<file path="config.mk">
export PLATFORM = sky130hd
export DESIGN_NAME = sem_back
export DESIGN_NICKNAME = d
export VERILOG_FILES = /design/src/sem_pkg.sv /design/src/sem_back.sv
export SDC_FILE = /design/constraint.sdc
export NUM_CORES = 1
export LEC_CHECK = 0
export ABC_CLOCK_PERIOD_IN_PS = 10320
export BUFFER_PORTS_ARGS = -buffer_cell sky130_fd_sc_hd__buf_2
export CORE_MARGIN = 1.5
export CORE_UTILIZATION = 60
export CTS_BUF_LIST = sky130_fd_sc_hd__clkbuf_8
export DETAILED_ROUTE_END_ITERATION = 12
export GPL_TIMING_DRIVEN = 0
export PLACE_DENSITY = 0.9
export SLEW_MARGIN = 20
export SYNTH_ARGS = -nofsm -noshare
export SYNTH_HDL_FRONTEND = slang
export SYNTH_SLANG_ARGS = --single-unit
</file>
<file path="constraint.sdc">
create_clock -name clk_i -period 10.32 [get_ports clk_i]
set_input_delay 1.548 -clock clk_i [delete_from_list [all_inputs] [get_ports clk_i]]
set_output_delay 1.548 -clock clk_i [all_outputs]
set_load 0.1 [all_outputs]
</file>
<file path="src/sem_pkg.sv">
`timescale 1ns / 1ps
package sem_pkg;

  localparam int MAX_WIDTH  = 2048;
  localparam int MAX_HEIGHT = 2048;

  localparam int PIX_W  = 8;
  localparam int CFG_W  = 12;
  localparam int POS_W  = 11;
  localparam int GRAD_W = 10;
  localparam int SUM_W  = 2 * GRAD_W + 1;
  localparam int ROOT_W = 8;

  localparam int COL_W = $clog2(MAX_WIDTH);
  localparam int ROW_W = $clog2(MAX_HEIGHT);

  localparam int WSIZE_W = (CFG_W > COL_W + 1) ? CFG_W : COL_W + 1;
  localparam int HSIZE_W = (CFG_W > ROW_W + 1) ? CFG_W : ROW_W + 1;

  localparam int QDEPTH = 2;
  localparam int QPTR_W = (QDEPTH > 1) ? $clog2(QDEPTH) : 1;
  localparam int QCNT_W = $clog2(QDEPTH + 1);

  localparam int REG_IDX_W = 1;

  localparam logic [CFG_W-1:0] FRAME_WIDTH_RESET  = CFG_W'(640);
  localparam logic [CFG_W-1:0] FRAME_HEIGHT_RESET = CFG_W'(480);

  typedef enum logic [REG_IDX_W-1:0] {
    REG_FRAME_WIDTH  = 1'b0,
    REG_FRAME_HEIGHT = 1'b1
  } reg_idx_e;

  typedef struct packed {
    logic [GRAD_W-1:0] ux;
    logic [GRAD_W-1:0] uy;
    logic [POS_W-1:0]  row;
    logic [POS_W-1:0]  col;
    logic              frame_end;
  } grad_t;

endpackage

</file>
<file path="src/sem_back.sv">
`timescale 1ns / 1ps
module sem_back (
  input  logic                      clk_i,
  input  logic                      rst_ni,
  input  logic                      pop_valid_i,
  output logic                      pop_o,
  input  sem_pkg::grad_t            pop_data_i,
  output logic                      out_valid_o,
  input  logic                      out_ready_i,
  output logic [sem_pkg::ROOT_W-1:0] edge_value_o,
  output logic [sem_pkg::POS_W-1:0]  out_row_o,
  output logic [sem_pkg::POS_W-1:0]  out_col_o,
  output logic                      frame_end_o
);
  import sem_pkg::*;

  typedef enum logic [4:0] {
    BK_IDLE   = 5'b00001,
    BK_SQUARE = 5'b00010,
    BK_SUM    = 5'b00100,
    BK_ROOT   = 5'b01000,
    BK_DONE   = 5'b10000
  } bk_state_e;

  bk_state_e            state_q, state_d;
  grad_t                ent_q;
  logic [2*GRAD_W-1:0]  sqx_q, sqy_q;
  logic [SUM_W-1:0]     sum_q;
  logic [ROOT_W-1:0]    root_q, bit_q, trial;
  logic [2*ROOT_W-1:0]  trial_sq;
  logic                 out_valid_q, load;
  logic [ROOT_W-1:0]    edge_q;
  logic [POS_W-1:0]     row_q, col_q;
  logic                 fend_q;

  assign pop_o    = (state_q == BK_IDLE) && pop_valid_i;
  assign trial    = root_q | bit_q;
  assign trial_sq = trial * trial;
  assign load     = (state_q == BK_DONE) && (!out_valid_q || out_ready_i);

  always_comb begin
    state_d = state_q;
    unique case (state_q)
      BK_IDLE:   if (pop_valid_i) state_d = BK_SQUARE;
      BK_SQUARE: state_d = BK_SUM;
      BK_SUM:    state_d = BK_ROOT;
      BK_ROOT:   if (bit_q[0]) state_d = BK_DONE;
      BK_DONE:   if (load) state_d = BK_IDLE;
      default:   state_d = BK_IDLE;
    endcase
  end

  always_ff @(posedge clk_i or negedge rst_ni) begin
    if (!rst_ni) begin
      state_q     <= BK_IDLE;
      out_valid_q <= 1'b0;
      bit_q       <= '0;
    end else begin
      state_q <= state_d;
      if (load) begin
        out_valid_q <= 1'b1;
      end else if (out_ready_i) begin
        out_valid_q <= 1'b0;
      end
      if (state_q == BK_SUM) begin
        bit_q <= {1'b1, {(ROOT_W - 1){1'b0}}};
      end else if (state_q == BK_ROOT) begin
        bit_q <= bit_q >> 1;
      end
    end
  end

  always_ff @(posedge clk_i) begin
    if (pop_o) begin
      ent_q <= pop_data_i;
    end
    if (state_q == BK_SQUARE) begin
      sqx_q <= ent_q.ux * ent_q.ux;
      sqy_q <= ent_q.uy * ent_q.uy;
    end
    if (state_q == BK_SUM) begin
      sum_q  <= SUM_W'(sqx_q) + SUM_W'(sqy_q);
      root_q <= '0;
    end
    if (state_q == BK_ROOT) begin
      if (SUM_W'(trial_sq) <= sum_q) begin
        root_q <= trial;
      end
    end
    if (load) begin
      edge_q <= root_q;
      row_q  <= ent_q.row;
      col_q  <= ent_q.col;
      fend_q <= ent_q.frame_end;
    end
  end

  assign out_valid_o  = out_valid_q;
  assign edge_value_o = edge_q;
  assign out_row_o    = row_q;
  assign out_col_o    = col_q;
  assign frame_end_o  = fend_q;

`ifndef ASSERT_OFF
  a_root_bit: assert property (@(posedge clk_i) disable iff (!rst_ni)
    (state_q == BK_ROOT) |-> $onehot(bit_q))
    else $error("root trial bit is not one-hot");
  a_pop_valid: assert property (@(posedge clk_i) disable iff (!rst_ni)
    pop_o |-> pop_valid_i)
    else $error("pop from an empty queue");
  a_load_valid: assert property (@(posedge clk_i) disable iff (!rst_ni)
    load |=> (out_valid_q && state_q == BK_IDLE))
    else $error("finished result was not presented");
`endif

endmodule

</file>
==> results.sh, run 1 <==
export IMPL_outcome="completed"
export IMPL_layout_cells_most_common="sky130_fd_sc_hd__inv_1"
export IMPL_first_pass_grt_wire_length_um=41700
export IMPL_drv_slew=0
export IMPL_achievable_frequency_mhz=149
export IMPL_filler_cell_count=1474
export IMPL_total_routed_wire_length_on_the_met1_layer_um=9500
export IMPL_gp_congestion=0.888
export IMPL_post_dp_hpwl_um=19200
export IMPL_path_delay_family="adder cells"
export IMPL_cp_data_arrival_time_ps=7100
export IMPL_ctsRootBufferMaster="sky130_fd_sc_hd__clkbuf_8"
export IMPL_final_cell_mix="sky130_fd_sc_hd__inv_1 (180), sky130_fd_sc_hd__ha_1 (155), sky130_fd_sc_hd__edfxtp_1 (133)"
export IMPL_met2_length_um=13500
export IMPL_cp_cell_sequence="nor2_1 > inv_1 > o21ai_0 > fa_1 > inv_1 > fa_1 > fa_1 > inv_1 > fa_1 > inv_1 > ha_1 > a21oi_1 > a21oi_1 > a2111oi_2 > a21oi_1 > xor2_1 > ha_1 > nand3_1 > nor3_1 > o21ai_0 > o211ai_1 > a21oi_2 > a22o_1"
export IMPL_worst_setup_hold_path_clk_slew_ps=100
export IMPL_post_synth_num_cell_types=65
export IMPL_postCtsSetupRepairBufs=0
export IMPL_tritoncts="done"
export IMPL_setup_viol=0
export IMPL_post_synth_instance_area_um2=12700
export IMPL_hold_violations=0
export IMPL_syn_mean_instance_area_um2=11.1
export IMPL_routed_via_count=8689
export IMPL_synth_instances=1144
export IMPL_setup_worst_path_start_class="flop"
export IMPL_proportion_of_synthesized_chip_area_in_sequential_cells_pct=35.4
export IMPL_post_cts_resize_count=0
export IMPL_floorplan_io_pins=80
export IMPL_dominantRegCellSynth="sky130_fd_sc_hd__edfxtp_1"
export IMPL_grt_total_usage_pct=23.8
export IMPL_placement_io_buffers=79
export IMPL_rsz_0062_raised_after_global_routing="false"
export IMPL_path_type_of_the_worst_setup_path="flop to flop"
export IMPL_regToRegStartpoint="bit_q[3]"
export IMPL_pin_count_of_the_biggest_net_entering_global_routing=36
export IMPL_slowest_stage="sky130_fd_sc_hd__fa_1"
export IMPL_antenna_cells=0
export IMPL_remaining_max_slew_budget_at_the_tightest_pin_pct=40.2
export IMPL_worstSetupStartpoint="bit_q[3]"
export IMPL_crit_fanout=8
export IMPL_grt_overflow_total=0
export IMPL_synth_to_final_area_change_pct=9.99
export IMPL_cts_h_tree_depth=4
export IMPL_cts_made_buffers=17
export IMPL_synth_yosys_warnings=0
export IMPL_worst_slew_pin_slew_ps=895
export IMPL_placeableCoreArea_um2=20900
export IMPL_shortest_period_the_worst_path_allows_ps=6730
export IMPL_dr_wl_met3_um=886
export IMPL_synth_seq_cells=155
export IMPL_timing_critical_path_buf_inv=4
export IMPL_worstHoldStart="ent_q[18]"
export IMPL_drt_antenna_violating_nets=0
export IMPL_setup_tns_final_ps=0
export IMPL_final_layout_size_suffix_gt1_share_pct=11.0
export IMPL_postLayoutCoreUtil_pct=67.0
export IMPL_detail_route_iter0_violations=436
export IMPL_via_count_of_the_first_global_routing_pass=9334
export IMPL_placementRows=53
export IMPL_initial_core_util_pct=60.9
export IMPL_holdBufCountCts=0
export IMPL_crit_path_max_incr_delay_ps=550
export IMPL_final_net_count=1568
export IMPL_timing_final_crit_share_pct=65.2
export IMPL_drt_first_pass_iters=5
export IMPL_die_height_um=149
export IMPL_die_area_um2=22100
export IMPL_grt_antenna_before_repair=0
export IMPL_critPathRequiredTime_ps=10690
export IMPL_sink_count=155
export IMPL_detail_route_wl_per_cell_um=16.1
export IMPL_synth_edf_count=133
export IMPL_final_hold_slack_ps=424
export IMPL_max_cap_viol_count=0
export IMPL_endpoint_kind="flop"
export IMPL_routed_wl_um=24700
export IMPL_timing_hold_worst_class="flop to flop"
export IMPL_chipWidth_um=149
export IMPL_avgViaCountPerCell=5.65
export IMPL_syn_nets=1463
export IMPL_max_clock_path_buffers=2
export IMPL_remaining_drc_errors=0
export IMPL_skew_ps=23.0
export IMPL_async_flop_share_pct=9.03
export IMPL_clk_latency_ps=490
export IMPL_dr_max_layer_used="met4"
synthesized netlist by cell type, types with 3 or more instances:
master | n | area share, %
sky130_fd_sc_hd__a211oi_1 | 4 | 0.24
sky130_fd_sc_hd__a21o_1 | 18 | 1.1
sky130_fd_sc_hd__a21oi_1 | 48 | 1.9
sky130_fd_sc_hd__a21oi_2 | 3 | 0.21
sky130_fd_sc_hd__a22o_1 | 16 | 1.1
sky130_fd_sc_hd__a31oi_1 | 5 | 0.25
sky130_fd_sc_hd__and2_1 | 60 | 2.9
sky130_fd_sc_hd__and3_1 | 9 | 0.44
sky130_fd_sc_hd__clkbuf_1 | 20 | 0.59
sky130_fd_sc_hd__dfrtp_1 | 13 | 2.6
sky130_fd_sc_hd__dfxtp_1 | 8 | 1.3
sky130_fd_sc_hd__edfxtp_1 | 133 | 31
sky130_fd_sc_hd__fa_1 | 117 | 18
sky130_fd_sc_hd__ha_1 | 155 | 15
sky130_fd_sc_hd__inv_1 | 180 | 5.3
sky130_fd_sc_hd__nand2_1 | 57 | 1.7
sky130_fd_sc_hd__nand2b_1 | 4 | 0.20
sky130_fd_sc_hd__nand3_1 | 14 | 0.55
sky130_fd_sc_hd__nand4_1 | 3 | 0.15
sky130_fd_sc_hd__nor2_1 | 67 | 2.0
sky130_fd_sc_hd__nor2b_1 | 18 | 0.88
sky130_fd_sc_hd__nor3_1 | 8 | 0.31
sky130_fd_sc_hd__nor3b_1 | 4 | 0.24
sky130_fd_sc_hd__o21a_1 | 18 | 1.1
sky130_fd_sc_hd__o21ai_0 | 35 | 1.4
sky130_fd_sc_hd__o21bai_1 | 4 | 0.24
sky130_fd_sc_hd__o22ai_1 | 5 | 0.25
sky130_fd_sc_hd__or2_2 | 3 | 0.15
sky130_fd_sc_hd__or3_1 | 4 | 0.20
sky130_fd_sc_hd__xnor2_1 | 53 | 3.6
sky130_fd_sc_hd__xor2_1 | 17 | 1.2
worst paths after layout:
path | cells past startpoint | end | slack (ps)
worst max-delay path | 23 | root_q[0] | 3590
worst min-delay path | 0 | out_row_o[6] | 420
worst max register to register | 23 | root_q[0] | 3590
worst min register to register | 0 | out_row_o[6] | 420
max in group asynchronous | 1 | state_q[0] | 9070
min in group asynchronous | 1 | bit_q[1] | 960
registers in the layout, summed over array words and instances (netlist names):
signal,flops
out_valid_o,1
sqx_q,19
bit_q,8
out_row_o,11
frame_end_o,1
state_q,5
edge_value_o,8
out_col_o,11
sqy_q,19
root_q,8
ent_q,43
sum_q,21
metrics by stage:
stage          cells  area (µm²)  setup WS (ps)
2_1_floorplan   1144       12700           2000
3_3_place_gp    1498       13500           1000
3_5_place_dp    1505       13600           3660
4_1_cts         1537       14000           3630
5_1_grt         1537       14000           3320
6_report        1537       14000           3590
worst reg2reg max path: stages, from the launching register on:
cell,delay (ps)
sky130_fd_sc_hd__dfrtp_1,430
sky130_fd_sc_hd__nor2_1,420
sky130_fd_sc_hd__inv_1,240
sky130_fd_sc_hd__o21ai_0,200
sky130_fd_sc_hd__fa_1,460
sky130_fd_sc_hd__inv_1,130
sky130_fd_sc_hd__fa_1,460
sky130_fd_sc_hd__fa_1,550
sky130_fd_sc_hd__inv_1,60
sky130_fd_sc_hd__fa_1,530
sky130_fd_sc_hd__inv_1,40
sky130_fd_sc_hd__ha_1,360
sky130_fd_sc_hd__a21oi_1,240
sky130_fd_sc_hd__a21oi_1,120
sky130_fd_sc_hd__a2111oi_2,520
sky130_fd_sc_hd__a21oi_1,170
sky130_fd_sc_hd__xor2_1,210
sky130_fd_sc_hd__ha_1,330
sky130_fd_sc_hd__nand3_1,130
sky130_fd_sc_hd__nor3_1,300
sky130_fd_sc_hd__o21ai_0,180
sky130_fd_sc_hd__o211ai_1,160
sky130_fd_sc_hd__a21oi_2,170
sky130_fd_sc_hd__a22o_1,230
cell type report:
type	count	area (µm²)	area share [%]
multi-input combinational	789	7490	53.5
sequential	155	4510	32.2
inverter	180	676	4.82
timing repair buffer	86	488	3.48
tap	275	344	2.46
clock buffer	17	234	1.67
clock inverter	15	193	1.38
buffer	20	75.1	0.536
cells by family after synthesis:
| group | after synthesis | share of synthesized area (%) |
|---|---|---|
| xor+xnor | 70 | 4.82 |
| fa+ha+maj | 272 | 33.6 |
| other cells | 2 | 0.0590 |
| buf+inv | 200 | 5.90 |
| mux | 3 | 0.256 |
| simple gates | 264 | 10.6 |
| compound gates | 178 | 9.33 |
| flops | 155 | 35.4 |
layer usage:
| layer | track usage, % | vias to the layer above |
|---|---|---|
| met4 | 10.6 | 0 |
| met3 | 3.62 | 75 |
| met2 | 44.7 | 234 |
| met5 | 0 | - |
| li1 | - | 4083 |
| met1 | 26.4 | 4297 |
Power of run 1 is not shown: default switching activity piles up to over one toggle a cycle in this logic, so the estimate is an artifact.
==> run 2, diff against run 1 <==
Settings changed: ABC_CLOCK_PERIOD_IN_PS 10320 to 7100.
Clock period 10.32 ns to 7.1 ns, I/O delays scaled along.
==> results.sh, run 2 (synthesized netlist as in run 1, its figures left out) <==
export IMPL_outcome="completed"
export IMPL_post_cts_resize_count=0
export IMPL_cts_h_tree_depth=4
export IMPL_placementRows=53
export IMPL_pin_count_of_the_biggest_net_entering_global_routing=36
export IMPL_via_count_of_the_first_global_routing_pass=9315
export IMPL_cp_data_arrival_time_ps=6970
export IMPL_max_cap_viol_count=0
export IMPL_post_dp_hpwl_um=19200
export IMPL_holdBufCountCts=0
export IMPL_worst_r2r_cell_count=23
export IMPL_remaining_drc_errors=0
export IMPL_synth_to_final_area_change_pct=9.87
export IMPL_worst_setup_hold_path_clk_slew_ps=110
export IMPL_achievable_frequency_mhz=151
export IMPL_avgViaCountPerCell=5.67
export IMPL_hold_path_end="out_row_o[9]"
export IMPL_hold_violations=0
export IMPL_floorplan_io_pins=80
export IMPL_die_area_um2=22100
export IMPL_regToRegStartpoint="bit_q[3]"
export IMPL_multiInputGateArea_um2=7500
export IMPL_cts_made_buffers=17
export IMPL_filler_cell_count=1492
export IMPL_placement_io_buffers=79
export IMPL_final_layout_size_suffix_gt1_share_pct=11.0
export IMPL_setup_tns_final_ps=0
export IMPL_routed_via_count=8697
export IMPL_detail_route_iter0_violations=548
export IMPL_sink_count=155
export IMPL_detail_route_wl_per_cell_um=16.4
export IMPL_worstHoldStart="ent_q[21]"
export IMPL_clk_latency_ps=480
export IMPL_tritoncts="done"
export IMPL_max_clock_path_buffers=2
export IMPL_timing_final_crit_share_pct=93.1
export IMPL_timing_hold_worst_path_depth=0
export IMPL_critPathRequiredTime_ps=7460
export IMPL_final_net_count=1566
export IMPL_layout_cells_most_common="sky130_fd_sc_hd__inv_1"
export IMPL_first_pass_grt_wire_length_um=42000
export IMPL_grt_antenna_before_repair=0
export IMPL_drt_first_pass_iters=7
export IMPL_r2r_setup_slack_ps=490
export IMPL_regMostFlops="ent_q"
export IMPL_drv_slew=0
export IMPL_rsz_0062_raised_after_global_routing="false"
export IMPL_crit_fanout=8
export IMPL_top_registers="ent_q: 43 flops, sum_q: 21 flops"
export IMPL_ctsRootBufferMaster="sky130_fd_sc_hd__clkbuf_8"
export IMPL_grt_total_usage_pct=24.2
export IMPL_postCtsSetupRepairBufs=0
export IMPL_die_height_um=149
export IMPL_area_sequential_um2=4510
export IMPL_antenna_cells=0
export IMPL_final_cell_mix="sky130_fd_sc_hd__inv_1 (180), sky130_fd_sc_hd__ha_1 (155), sky130_fd_sc_hd__edfxtp_1 (133)"
export IMPL_setup_viol=0
export IMPL_shortest_period_the_worst_path_allows_ps=6610
export IMPL_setup_worst_path_start_class="flop"
export IMPL_placeableCoreArea_um2=20900
export IMPL_initial_core_util_pct=60.9
export IMPL_endpoint_kind="flop"
export IMPL_timing_hold_worst_class="flop to flop"
export IMPL_drt_antenna_violating_nets=0
export IMPL_grt_overflow_total=0
export IMPL_chipWidth_um=149
export IMPL_worst_r2r_endpoint="root_q[7]"
export IMPL_remaining_max_slew_budget_at_the_tightest_pin_pct=40.5
export IMPL_largest_register_ffs=43
export IMPL_routed_wl_um=25200
export IMPL_gp_congestion=0.873
export IMPL_worst_slew_pin_slew_ps=891
export IMPL_path_type_of_the_worst_setup_path="flop to flop"
export IMPL_skew_ps=14.2
-- run 2: cell count changes in the layout (fill, tap and decap cells not counted), moves of 2 or more --
cell,change
sky130_fd_sc_hd__buf_4,-3
sky130_fd_sc_hd__inv_8,+2
sky130_fd_sc_hd__clkinv_8,-3
sky130_fd_sc_hd__buf_8,+2
-- run 2: layout make-up --
cell class	instances	share of cell area (%)
clock buffers	17	1.67
clock inverters	15	1.23
repair buffers	84	3.46
well taps	275	2.46
multi-input cells	789	53.6
plain buffers	20	0.537
flip-flops and latches	155	32.2
inverters	180	4.83
-- run 2: through the flow --
step / setup WS [ps] / cells / utilization (%) / hold WS, ps / cell area [µm²]
2_1_floorplan: 1570 / 1144 / - / 400 / 12700
3_3_place_gp: 779 / 1498 / 64.5 / 400 / 13500
6_report: 490 / 1535 / 67.0 / 414 / 14000
3_5_place_dp: 523 / 1503 / 65.0 / 405 / 13600
5_1_grt: 23.6 / 1535 / 67.0 / 427 / 14000
4_1_cts: 431 / 1535 / 66.9 / 412 / 14000
-- run 2: how the worst max path moves through the flow --
stage / depth (start not counted) / slack (ps) / from / to
final: 23 / 490 / bit_q[3] / root_q[7]
after global routing: 23 / 20 / bit_q[3] / root_q[2]
after CTS: 24 / 430 / bit_q[5] / root_q[2]
after detailed placement: 24 / 520 / bit_q[5] / root_q[1]
after global placement: 24 / 780 / bit_q[5] / root_q[1]
after floorplan: 23 / 1570 / bit_q[5] / root_q[2]
-- run 2: critical path, stage by stage (launching register included) --
cell	delay [ps]
sky130_fd_sc_hd__dfrtp_1	440
sky130_fd_sc_hd__nor2_1	430
sky130_fd_sc_hd__inv_1	210
sky130_fd_sc_hd__o21ai_0	160
sky130_fd_sc_hd__fa_1	460
sky130_fd_sc_hd__inv_1	120
sky130_fd_sc_hd__fa_1	450
sky130_fd_sc_hd__fa_1	550
sky130_fd_sc_hd__inv_1	50
sky130_fd_sc_hd__fa_1	540
sky130_fd_sc_hd__inv_1	50
sky130_fd_sc_hd__ha_1	360
sky130_fd_sc_hd__a21oi_1	210
sky130_fd_sc_hd__a21oi_1	110
sky130_fd_sc_hd__a2111oi_2	500
sky130_fd_sc_hd__a21oi_1	140
sky130_fd_sc_hd__xor2_1	210
sky130_fd_sc_hd__ha_1	330
sky130_fd_sc_hd__nand3_1	130
sky130_fd_sc_hd__nor3_1	300
sky130_fd_sc_hd__o21ai_0	180
sky130_fd_sc_hd__o211ai_1	160
sky130_fd_sc_hd__a21oi_2	170
sky130_fd_sc_hd__a22o_1	230
-- run 2: layer usage --
metal  share of wire, %  track usage [%]  wire (µm)
met1                 38             27.1       9480
met2                 54             45.1      13600
met3                4.5             3.96       1130
met4                3.8             10.8        964
met5                  0                0          0
Power of run 2 is left out for the same reason.
