$ cat config.mk
export PLATFORM = sky130hd
export DESIGN_NAME = sem_fifo
export DESIGN_NICKNAME = d
export VERILOG_FILES = /design/src/sem_pkg.sv /design/src/sem_fifo.sv
export SDC_FILE = /design/constraint.sdc
export NUM_CORES = 1
export LEC_CHECK = 0
export ABC_CLOCK_PERIOD_IN_PS = 4900
export BUFFER_PORTS_ARGS = -buffer_cell sky130_fd_sc_hd__buf_2
export CAP_MARGIN = 5
export CORE_MARGIN = 5
export CORE_UTILIZATION = 30
export DETAILED_ROUTE_END_ITERATION = 8
export PLACE_DENSITY = 0.47
export SYNTH_ARGS = -nofsm -noshare
export SYNTH_HDL_FRONTEND = slang
export SYNTH_SLANG_ARGS = --single-unit
export TNS_END_PERCENT = 10
$ cat constraint.sdc
create_clock -name clk_i -period 4.9 [get_ports clk_i]
set_input_delay 0.245 -clock clk_i [delete_from_list [all_inputs] [get_ports clk_i]]
set_output_delay 0.245 -clock clk_i [all_outputs]
set_load 0.02 [all_outputs]
$ cat src/sem_pkg.sv
`timescale 1ns / 1ps
package sem_pkg;

  localparam int MAX_WIDTH  = 2048;
  localparam int MAX_HEIGHT = 2048;

  localparam int PIX_W  = 8;
  localparam int CFG_W  = 12;
  localparam int POS_W  = 11;
  localparam int GRAD_W = 10;
  localparam int SUM_W  = 2 * GRAD_W + 1;
  localparam int ROOT_W = 8;

  localparam int COL_W = $clog2(MAX_WIDTH);
  localparam int ROW_W = $clog2(MAX_HEIGHT);

  localparam int WSIZE_W = (CFG_W > COL_W + 1) ? CFG_W : COL_W + 1;
  localparam int HSIZE_W = (CFG_W > ROW_W + 1) ? CFG_W : ROW_W + 1;

  localparam int QDEPTH = 2;
  localparam int QPTR_W = (QDEPTH > 1) ? $clog2(QDEPTH) : 1;
  localparam int QCNT_W = $clog2(QDEPTH + 1);

  localparam int REG_IDX_W = 1;

  localparam logic [CFG_W-1:0] FRAME_WIDTH_RESET  = CFG_W'(640);
  localparam logic [CFG_W-1:0] FRAME_HEIGHT_RESET = CFG_W'(480);

  typedef enum logic [REG_IDX_W-1:0] {
    REG_FRAME_WIDTH  = 1'b0,
    REG_FRAME_HEIGHT = 1'b1
  } reg_idx_e;

  typedef struct packed {
    logic [GRAD_W-1:0] ux;
    logic [GRAD_W-1:0] uy;
    logic [POS_W-1:0]  row;
    logic [POS_W-1:0]  col;
    logic              frame_end;
  } grad_t;

endpackage

$ cat src/sem_fifo.sv
`timescale 1ns / 1ps
module sem_fifo (
  input  logic           clk_i,
  input  logic           rst_ni,
  input  logic           push_valid_i,
  output logic           push_ready_o,
  input  sem_pkg::grad_t push_data_i,
  output logic           pop_valid_o,
  input  logic           pop_i,
  output sem_pkg::grad_t pop_data_o
);
  import sem_pkg::*;

  grad_t              mem_q [QDEPTH];
  logic [QPTR_W-1:0]  wr_ptr_q, wr_ptr_d;
  logic [QPTR_W-1:0]  rd_ptr_q, rd_ptr_d;
  logic [QCNT_W-1:0]  count_q, count_d;
  logic               do_push, do_pop;

  assign push_ready_o = (count_q != QCNT_W'(QDEPTH));
  assign pop_valid_o  = (count_q != '0);
  assign do_push      = push_valid_i && push_ready_o;
  assign do_pop       = pop_i && pop_valid_o;
  assign pop_data_o   = mem_q[rd_ptr_q];

  always_comb begin
    wr_ptr_d = wr_ptr_q;
    rd_ptr_d = rd_ptr_q;
    count_d  = count_q;
    if (do_push) begin
      wr_ptr_d = (wr_ptr_q == QPTR_W'(QDEPTH - 1)) ? '0 : wr_ptr_q + 1'b1;
    end
    if (do_pop) begin
      rd_ptr_d = (rd_ptr_q == QPTR_W'(QDEPTH - 1)) ? '0 : rd_ptr_q + 1'b1;
    end
    if (do_push && !do_pop) begin
      count_d = count_q + 1'b1;
    end else if (do_pop && !do_push) begin
      count_d = count_q - 1'b1;
    end
  end

  always_ff @(posedge clk_i or negedge rst_ni) begin
    if (!rst_ni) begin
      wr_ptr_q <= '0;
      rd_ptr_q <= '0;
      count_q  <= '0;
    end else begin
      wr_ptr_q <= wr_ptr_d;
      rd_ptr_q <= rd_ptr_d;
      count_q  <= count_d;
    end
  end

  always_ff @(posedge clk_i) begin
    if (do_push) begin
      mem_q[wr_ptr_q] <= push_data_i;
    end
  end

`ifndef ASSERT_OFF
  a_count_bound: assert property (@(posedge clk_i) disable iff (!rst_ni)
    count_q <= QCNT_W'(QDEPTH))
    else $error("queue count exceeds depth");
`endif

endmodule

==> out/metrics.cfg, run 1 <==
[run_status]
outcome = finished clean

[pwr]
p_leak_nw = 1.75
irDropWorstVdd_mv = 0.219
p_per_area_mw_per_mm2 = 638
power_mw = 2.80

[die]
boundaryPins = 92
die_area_mm2 = 0.0139
die_h_um = 118
num_rows = 39
initial_core_util = 0.306
die_w_um = 118
core_mm2 = 0.0114

[global_routing]
grt_max_degree = 44
met3_usage = 0.0437
grt-ovfl-total = 0
grt_use_total = 0.0936
busiest_layer = met2
antenna_found_initial = 0
met1_usage = 0.114
grt_pass1_vias = 1895
gr-usage-met2 = 0.145
grt_pass1_wl_mm = 10.1

[timing]
finalCritPeriodShare = 0.498
hold_viol_final = 0
fin_tns_setup_ns = 0
slew_headroom = 0.239
worstMarginPinSlew_ns = 1.14
worst_clock_skew_ns = 0.00646
timing.final.crit_period_ns = 2.44
rsz0062_at_grt = no
finalSetupViolCount = 0
fmax_ghz = 0.410
slew_viol_final = 0
setup_slack_ns = 2.46

[clocking]
clock_latency_ns = 0.33
h-tree-depth = 3
cts_root_buf = clkbuf_16
cts.clk_slew.worst_paths_ns = 0.06
cts_hold_buf = 1
cts_made_buffers = 9
cts.sinks = 90
cts_max_path_buffers = 2
post_cts_buffers = 0
cts_tree = built
post_cts_resize_count = 0

[finish]
post-route-util = 0.384
finalInstanceArea_mm2 = 0.00438
layout_commonest_cell = buf_2
final_nets = 300
most-common-layout-cells = 91 x buf_2, 86 x edfxtp_1, 39 x mux2_4
n_antenna_cell = 0
n_fill_cell = 1085
drive_gt1_frac = 0.594
syn2layout_area_growth_pct = 25.3

[job]
cap_viol_max_count = 0

[detailed_routing]
via_per_inst = 4.20
first_pass_iters = 4
route.detailed.drc = 0
ant_nets = 0
wl_per_cell_um = 16.0
route.vias.total = 1674
routed_wl_mm = 6.40
drtIter0Drc = 58

[hold_path]
hold_path_depth = 1
hold_end = mem_q[0][4]
min-delay-start = push_data_i[4]
hp-class = input pin to flip-flop

[critical_path]
setup.worst_path.end_class = output port
rrSetupSlack_ns = 2.91
arrival_ns = 2.19
criticalPathCategory = flip-flop to output port
r2r-start = count_q[0]
r2r-end = mem_q[0][16]
crit_fanout = 26
worstPathRequired_ns = 4.66
worst_r2r_path_depth = 4
start_kind = flip-flop

[place]
portBuffers = 91
dpl.hpwl_mm = 4.16
post-place-ws_ns = 2.75
placed_area_mm2 = 0.00407
place_congestion = 0.640

[logic_synthesis]
synth_top_area_frac = 0.738
yosys-top-cells-area = edfxtp_1 74%, mux2_4 17%, dfrtp_1 2.9%
ys_seq_area_frac = 0.767
ys_ff_latch = 90
syn-num-nets = 200
syn_avg_cell_area_um2 = 23.0
yosysTopAreaCell = edfxtp_1
ys_warn_count = 0
syn_inst = 152
syn_area_mm2 = 0.00350
synth_cell_types = 15

==> kinds of logic (layout without fill, tap and decap cells) <==
group / Yosys count / after routing / share of synthesized area
flops: 90 / 90 / 0.767
mux: 43 / 43 / 0.180
simple gates: 7 / 7 / 0.00966
buf+inv: 6 / 110 / 0.0272
xor+xnor: 5 / 5 / 0.0125
fa+ha+maj: 1 / 1 / 0.00358
==> metrics by stage <==
stage,hold slack [ns],instances
after floorplan,-0.0506,152
after global placement,0.0641,383
after detailed placement,0.0643,383
after CTS,0.0862,399
after global routing,0.0860,399
final,0.0982,399
==> state kept, by name, summed over array words and instances, names as in the netlist <==
name      cells
rd_ptr_q      1
count_q       2
mem_q        86
wr_ptr_q      1
==> cell usage after synthesis <==
cell type / instances
ha_1: 1
nor2_1: 2
edfxtp_1: 86
mux2_2: 4
or2_1: 1
mux2_4: 39
xnor2_1: 3
dfrtp_1: 4
and3_1: 1
buf_12: 4
inv_1: 1
nand2_1: 2
buf_6: 1
xor2_1: 2
nand2b_1: 1
==> layout make-up <==
class                   count  area, um^2  share of cell area
clock buffers               9         225              0.0514
clock inverters             6        81.3              0.0186
inverters                   1        3.75            0.000856
multi-input cells          56         729               0.166
flip-flops and latches     90        2680               0.612
well taps                 143         179              0.0408
repair buffers             94         480               0.110
==> how the worst max path moves through the flow <==
| stage | start | cells past startpoint | slack [ns] | end |
|---|---|---|---|---|
| 2_1_floorplan | count_q[0] | 3 | 1.85 | mem_q[0][0] |
| 3_3_place_gp | rd_ptr_q | 3 | 2.73 | pop_data_o[22] |
| 3_5_place_dp | rd_ptr_q | 3 | 2.75 | pop_data_o[22] |
| 4_1_cts | rd_ptr_q | 3 | 2.38 | pop_data_o[22] |
| 5_1_grt | rd_ptr_q | 3 | 2.32 | pop_data_o[22] |
| 6_report | rd_ptr_q | 3 | 2.46 | pop_data_o[22] |
==> critical path, stage by stage (launching register included) <==
cell and delay (ns):
dfrtp_2 0.74, buf_4 0.56, mux2_2 0.39, buf_2 0.16
==> report_power, final <==
group / internal, mW / switching [mW]
Sequential: 1.06 / 0.0873
Clock: 0.441 / 0.264
Combinational: 0.421 / 0.524
==> per-layer routing <==
layer / vias up / routed length [um]
met5: - / 0
met1: 806 / 2920
met3: 8 / 521
met2: 71 / 2860
li1: 789 / -
met4: 0 / 85
No activity file was read; power rests on OpenSTA's default activity.
==> inputs of run 2 (changes only) <==
ABC_CLOCK_PERIOD_IN_PS = 2200   (was 4900)
PLACE_DENSITY = 0.49   (was 0.47)
clock period = 2.2 ns   (was 4.9 ns; I/O delays follow)
==> run 2 against run 1 <==
Critical path type unchanged. Count of clock-buffer cells in the layout increased by 2. Worst hold slack worse by 0.024 ns. Non-clock buffer count increased by 47. Sequential cell count unchanged. Die area unchanged. Register-to-register slack worse by 2.2 ns. Via count is 9.6% higher. Largest power group unchanged. Wire length up 0.13%. Sequential power is 110% higher.
==> out/metrics.cfg, run 2 (synthesized netlist as in run 1, its figures left out) <==
[detailed_routing]
drtIter0Drc = 46  ; was 58
wl_per_cell_um = 14.3  ; was 16.0 um
ant_nets = 0  ; unchanged
via_per_inst = 4.11  ; was 4.20
route.vias.total = 1835  ; was 1674
routed_wl_mm = 6.40  ; about the same
first_pass_iters = 4  ; unchanged
route.detailed.drc = 0  ; unchanged

[finish]
largest_reg_flops = 86  ; unchanged
regMostFlops = mem_q  ; unchanged
most-common-layout-cells = 91 x buf_2, 86 x edfxtp_1, 44 x dlygate4sd3_1  ; was 91 x buf_2, 86 x edfxtp_1, 39 x mux2_4
n_fill_cell = 1053  ; was 1085
regArea_mm2 = 0.00268  ; unchanged
finalInstanceArea_mm2 = 0.00487  ; was 0.00438 mm^2
final_nets = 347  ; was 300
post-route-util = 0.427  ; was 0.384
multi_input_area_um2 = 729  ; unchanged
stdcell_count = 447  ; was 399
n_antenna_cell = 0  ; unchanged
syn2layout_area_growth_pct = 39.3  ; was 25.3%
top_regs = mem_q (86), count_q (2)  ; unchanged
drive_gt1_frac = 0.513  ; was 0.594
layout_commonest_cell = buf_2  ; unchanged

[timing]
slew_viol_final = 0  ; unchanged
timing.final.crit_period_ns = 1.73
hold_viol_final = 0  ; unchanged
worst_clock_skew_ns = 0.00712  ; was 0.00646 ns
worstMarginPinSlew_ns = 0.432  ; was 1.14 ns
finalCritPeriodShare = 0.784
finalSetupViolCount = 0  ; unchanged
fin_tns_setup_ns = 0  ; unchanged
rsz0062_at_grt = no  ; unchanged
fmax_ghz = 0.580
slew_headroom = 0.712  ; was 0.239
fin_hold_ws_ns = 0.0744  ; was 0.0982 ns

[global_routing]
busiest_layer = met2  ; unchanged
antenna_found_initial = 0  ; unchanged
grt_use_total = 0.0961  ; was 0.0936
met3_usage = 0.0481  ; was 0.0437
grt-ovfl-total = 0  ; unchanged
met1_usage = 0.111  ; was 0.114
grt_max_degree = 24  ; was 44
grt_pass1_wl_mm = 10.5  ; was 10.1 mm
gr-usage-met2 = 0.154  ; was 0.145
grt_pass1_vias = 2043  ; was 1895

[pwr]
p_leak_nw = 1.96  ; was 1.75 nW
switchingPower_mw = 1.96  ; was 0.876 mW
seq_power_share = 0.381  ; was 0.409
intPower_mw = 4.48  ; was 1.92 mW
p_sw_frac = 0.304  ; was 0.313
power_frac_comb = 0.355  ; was 0.338
p_per_area_mw_per_mm2 = 1320  ; was 638 mW/mm^2
irDropWorstVdd_mv = 0.770  ; was 0.219 mV
power.share.clock = 0.264  ; was 0.252

[critical_path]
arrival_ns = 1.62  ; was 2.19 ns
criticalPathCategory = flip-flop to output port  ; unchanged
setup.worst_path.end_class = output port  ; unchanged
rrSetupSlack_ns = 0.68  ; was 2.91 ns
crit_fanout = 23  ; was 26
r2r-start = count_q[0]  ; unchanged
worst_r2r_path_depth = 6  ; was 4
r2r-end = count_q[1]  ; was mem_q[0][16]
worstPathRequired_ns = 2.09  ; was 4.66 ns
start_kind = flip-flop  ; unchanged

[clocking]
cts_root_buf = clkbuf_16  ; unchanged
cts_max_path_buffers = 2  ; unchanged
cts.clk_slew.worst_paths_ns = 0.06  ; about the same
cts_hold_buf = 44  ; was 1
h-tree-depth = 3  ; unchanged
clock_latency_ns = 0.33  ; about the same
cts_made_buffers = 9  ; unchanged
cts.sinks = 90  ; unchanged
post_cts_buffers = 0  ; unchanged
post_cts_resize_count = 0  ; unchanged
cts_tree = built  ; unchanged

[place]
place_congestion = 0.694  ; was 0.640
portBuffers = 91  ; unchanged
placed_cells_incl_taps = 387  ; was 383
placed_area_mm2 = 0.00410  ; was 0.00407 mm^2
dpl.hpwl_mm = 4.15  ; was 4.16 mm

[run_status]
outcome = finished clean  ; unchanged

[die]
num_rows = 39  ; unchanged
die_h_um = 118  ; unchanged
boundaryPins = 92  ; unchanged
initial_core_util = 0.306  ; unchanged
core_mm2 = 0.0114  ; unchanged
die_area_mm2 = 0.0139  ; unchanged
die_w_um = 118  ; unchanged

[hold_path]
hold_end = rd_ptr_q  ; was mem_q[0][4]
hold_path_depth = 3  ; was 1
hp-class = input pin to flip-flop  ; unchanged
min-delay-start = pop_i  ; was push_data_i[4]

[job]
cap_viol_max_count = 0  ; unchanged

-- run 2: changes by cell type in the layout (fill, tap and decap cells not counted), sizes merged --
cell         previous run  this run
buf                    93        97
dlygate4sd3             1        44
bufinv                  2         3
inv                     2         1
clkbuf                  9        11
clkinv                  3         2
-- run 2: layout make-up --
type / instances / area share
timing repair buffer: 141 / 0.193
multi-input combinational: 56 / 0.150
clock inverter: 5 / 0.0211
clock buffer: 11 / 0.0478
sequential: 90 / 0.551
inverter: 1 / 0.000770
tap: 143 / 0.0367
-- run 2: worst max path at each step --
stage                           from             end  slack (ns)  cells after the start
after floorplan           count_q[0]     mem_q[1][0]        0.02                      2
after global placement    count_q[0]      count_q[1]        0.73                      7
after detailed placement  count_q[0]      count_q[1]        0.69                      7
after CTS                   rd_ptr_q  pop_data_o[28]        0.44                      3
after global routing        rd_ptr_q  pop_data_o[28]        0.38                      3
final                       rd_ptr_q  pop_data_o[22]        0.47                      3
-- run 2: power by group through the flow --
| stage | Combinational [mW] | Sequential [mW] | Clock [mW] |
|---|---|---|---|
| after floorplan | 1.78 | 2.48 | 0 |
| after global placement | 2.28 | 2.48 | 0 |
| after detailed placement | 2.27 | 2.49 | 0 |
| after CTS | 2.34 | 2.46 | 1.76 |
| after global routing | 2.45 | 2.49 | 1.84 |
| final | 2.28 | 2.45 | 1.70 |
-- run 2: worst max-delay path, cell delays in order, from the launching register on --
cell and delay [ns]:
dfrtp_2 0.35, buf_4 0.38, mux2_2 0.38, buf_2 0.16
-- run 2: stage by stage --
step	setup WS (ns)	total power [mW]
floorplan	0.0206	4.25
global placement	0.732	4.76
detailed placement	0.692	4.77
CTS	0.439	6.56
global route	0.376	6.78
finish	0.475	6.44
-- run 2: metal layers --
layer | share of wire | up-vias | wire, um
met5 | 0 | - | 0
met4 | 0.012 | 0 | 80
met1 | 0.43 | 864 | 2750
li1 | - | 887 | -
met3 | 0.090 | 11 | 578
met2 | 0.47 | 73 | 3000
==> inputs of run 3 (changes only) <==
ABC_AREA = 1   (was default)
ABC_CLOCK_PERIOD_IN_PS = 1600   (was 2200)
PLACE_DENSITY = 0.48   (was 0.49)
clock period = 1.6 ns   (was 2.2 ns; I/O delays follow)
==> run 3 against run 2 <==
Synthesized cell count rose by 66%. Largest cell class unchanged. Synthesized area fell by 2.1%. Count of clock-buffer cells in the layout did not move.
==> out/metrics.cfg, run 3 <==
[finish]
n_antenna_cell = 0  ; unchanged
syn2layout_area_growth_pct = 42.5  ; was 39.3%
largest_reg_flops = 86  ; unchanged
layout_commonest_cell = nand2_1  ; was buf_2
finalInstanceArea_mm2 = 0.00488  ; was 0.00487 mm^2
drive_gt1_frac = 0.324  ; was 0.513
most-common-layout-cells = 126 x nand2_1, 91 x buf_2, 86 x edfxtp_1  ; was 91 x buf_2, 86 x edfxtp_1, 44 x dlygate4sd3_1
regMostFlops = mem_q  ; unchanged
final_nets = 447  ; was 347
top_regs = mem_q (86), count_q (2)  ; unchanged

[global_routing]
antenna_found_initial = 0  ; unchanged
grt_use_total = 0.106  ; was 0.0961
grt_pass1_wl_mm = 10.8  ; was 10.5 mm
grt-ovfl-total = 0  ; unchanged
grt_pass1_vias = 2217  ; was 2043
grt_max_degree = 45  ; was 24

[logic_synthesis]
synth_fa_ha_area_frac = 0.00365  ; was 0.00358
ys_top_cells_by_count = 126 x nand2_1, 86 x edfxtp_1, 13 x nand2_2  ; was 86 x edfxtp_1, 39 x mux2_4, 4 x buf_12, 4 x dfrtp_1, 4 x mux2_2
muxShareOfSynthArea = 0  ; was 0.180
synth_top_area_frac = 0.754  ; was 0.738
synth-compound-area-share = 0  ; unchanged
syn_avg_cell_area_um2 = 13.5  ; was 23.0 um^2
syn-num-nets = 301  ; was 200
synth-main-ff-cell = edfxtp_1  ; unchanged
ys_ff_latch = 90  ; unchanged
async_reset_ff_frac = 0.0444  ; unchanged
ys_seq_area_frac = 0.784  ; was 0.767
syn_inst = 253  ; was 152
synth_top_family_by_area = simple AND/OR/NAND/NOR gates  ; was multiplexers
synthXorXnorAreaFrac = 0.00512  ; was 0.0125
syn_area_mm2 = 0.00342  ; was 0.00350 mm^2
yosysMostFrequentCell = nand2_1  ; was edfxtp_1
synth-simple-area-share = 0.169  ; was 0.00966
yosys-top-cells-area = edfxtp_1 75%, nand2_1 14%, dfrtp_1 2.9%  ; was edfxtp_1 74%, mux2_4 17%, dfrtp_1 2.9%
synth_cell_types = 16  ; was 15
ys_warn_count = 0  ; unchanged
synth_edf_count = 86  ; unchanged
yosysTopAreaCell = edfxtp_1  ; unchanged

[detailed_routing]
via_per_inst = 4.07  ; was 4.11
met1Wirelength_mm = 3.06  ; was 2.75 mm
ant_nets = 0  ; unchanged
drtIter0Drc = 76  ; was 46
wl_met2_mm = 3.49  ; was 3.00 mm
dr.max_layer_used = met4  ; unchanged
first_pass_iters = 4  ; unchanged
route.vias.total = 2224  ; was 1835
routed_wl_mm = 7.03  ; was 6.40 mm
route.met3.wl_um = 416  ; was 578 um
route.detailed.drc = 0  ; unchanged
wl_per_cell_um = 12.8  ; was 14.3 um

[job]
cap_viol_max_count = 0  ; unchanged

[place]
portBuffers = 91  ; unchanged
place_congestion = 0.692  ; was 0.694
dpl.hpwl_mm = 4.39  ; was 4.15 mm
placed_area_mm2 = 0.00407  ; was 0.00410 mm^2

[pwr]
p_per_area_mw_per_mm2 = 1840  ; was 1320 mW/mm^2
p_leak_nw = 2.09  ; was 1.96 nW
intPower_mw = 5.80  ; was 4.48 mW
switchingPower_mw = 3.19  ; was 1.96 mW
seq_power_share = 0.378  ; was 0.381
power_frac_comb = 0.362  ; was 0.355
p_sw_frac = 0.355  ; was 0.304
power.share.clock = 0.260  ; was 0.264
irDropWorstVdd_mv = 0.691  ; was 0.770 mV

[clocking]
h-tree-depth = 3  ; unchanged
cts_root_buf = clkbuf_16  ; unchanged
cts.sinks = 90  ; unchanged
cts_max_path_buffers = 2  ; unchanged
clock_latency_ns = 0.32  ; was 0.33 ns
cts.clk_slew.worst_paths_ns = 0.06  ; about the same
cts_made_buffers = 9  ; unchanged
cts_tree = built  ; unchanged

[critical_path]
crit_slowest_cell = dfrtp_2  ; was buf_4
worst_path_most_repeated_cell = nand2_1
rrSetupSlack_ns = 0.21  ; was 0.68 ns
arrival_ns = 1.38  ; was 1.62 ns
setup.worst_path.end_class = output port  ; unchanged
worstPathRequired_ns = 1.52  ; was 2.09 ns
criticalPathCategory = flip-flop to output port  ; unchanged
start_kind = flip-flop  ; unchanged
r2r-end = count_q[1]  ; unchanged
crit_path_cell_trace = buf_4 -> nand2_1 -> nand2_1 -> buf_2  ; was buf_4 -> mux2_2 -> buf_2
worst_r2r_path_depth = 9  ; was 6
r2r-start = count_q[0]  ; unchanged
crit_fanout = 17  ; was 23
cpPeakStageDelay_ns = 0.47  ; was 0.38 ns

[timing]
slew_headroom = 0.841  ; was 0.712
fin_tns_setup_ns = 0  ; unchanged
finalSetupViolCount = 0  ; unchanged
fin_hold_ws_ns = 0.0964  ; was 0.0744 ns
rsz0062_at_grt = no  ; unchanged
fmax_ghz = 0.685
slew_viol_final = 0  ; unchanged
hold_viol_final = 0  ; unchanged
worst_clock_skew_ns = 0.00691  ; was 0.00712 ns
worstMarginPinSlew_ns = 0.238  ; was 0.432 ns
timing.final.crit_period_ns = 1.46
finalCritPeriodShare = 0.912

[die]
initial_core_util = 0.302  ; was 0.306
die_h_um = 117  ; was 118 um
boundaryPins = 92  ; unchanged
die_w_um = 117  ; was 118 um
die_area_mm2 = 0.0136  ; was 0.0139 mm^2
core_mm2 = 0.0113  ; was 0.0114 mm^2
num_rows = 39  ; unchanged

[run_status]
outcome = finished clean  ; unchanged

[hold_path]
hp-class = input pin to async pin  ; was input pin to flip-flop

==> run 3: cell count changes in the layout (fill, tap and decap cells not counted), moves of 2 or more <==
cell     change
buf_4        -2
mux2_4      -39
mux2_2       -4
nand2_4      +2
xnor2_1      -2
buf_12       +3
inv_1        +4
nand2_1    +124
nand2_2     +11
nand3_1      +2
==> run 3: cell type report <==
class | count | area (um^2)
Fill cell | 1085 | 6440
Sequential cell | 90 | 2680
Timing Repair Buffer | 144 | 1010
Multi-Input combinational cell | 147 | 633
Clock buffer | 11 | 233
Tap cell | 143 | 179
Clock inverter | 5 | 103
Inverter | 7 | 38.8
==> run 3: kinds of logic (layout without fill, tap and decap cells) <==
group / Yosys count / in the layout
AND/OR/NAND/NOR: 144 / 144
buffers and inverters: 16 / 167
adder cells (fa/ha/maj): 1 / 1
XOR/XNOR: 2 / 2
flip-flops: 90 / 90
==> run 3: worst max-delay path by stage <==
stage	from	to	slack, ns	cells past startpoint
final	rd_ptr_q	pop_data_o[32]	0.14	4
after global routing	rd_ptr_q	pop_data_o[23]	0.01	4
after CTS	rd_ptr_q	pop_data_o[22]	0.06	4
after detailed placement	count_q[0]	count_q[1]	0.21	9
after global placement	count_q[0]	count_q[1]	0.23	9
after floorplan	count_q[0]	mem_q[0][0]	-0.1	4
==> run 3: critical path, delay by kind of cell, from the launching register on <==
family                 cells  cell delay, ns
and+or+nand+nor            2            0.16
DFF                        1            0.47
buffers and inverters      2            0.43
==> run 3: timing repair <==
item	CTS	global route
hold buffers	45	0
endpoints found under the setup margin	29	3
buffers inserted	2	0
resized for setup	1	1
endpoints found under the hold margin	91	0
==> run 3: routing by layer <==
layer  vias up  GRT usage
li1       1134          -
met1      1025      0.129
met2        59      0.178
met3         6     0.0288
met4         0     0.0459
met5         -          0
==> run 3: power by group through the flow <==
stage | clock, mW | combinational, mW | sequential (mW)
after floorplan | 0 | 2.24 | 3.41
after global placement | 0 | 3.18 | 3.47
after detailed placement | 0 | 3.19 | 3.48
after CTS | 2.42 | 3.36 | 3.40
after global routing | 2.51 | 3.63 | 3.44
final | 2.34 | 3.25 | 3.40
==> run 3: stage by stage <==
step	total power [mW]	util	instances	worst slack, ns
2_1_floorplan	5.64	-	253	-0.0952
3_3_place_gp	6.65	0.359	484	0.233
3_5_place_dp	6.67	0.359	484	0.212
4_1_cts	9.18	0.430	547	0.0555
5_1_grt	9.58	0.431	547	0.0121
6_report	8.99	0.431	547	0.140
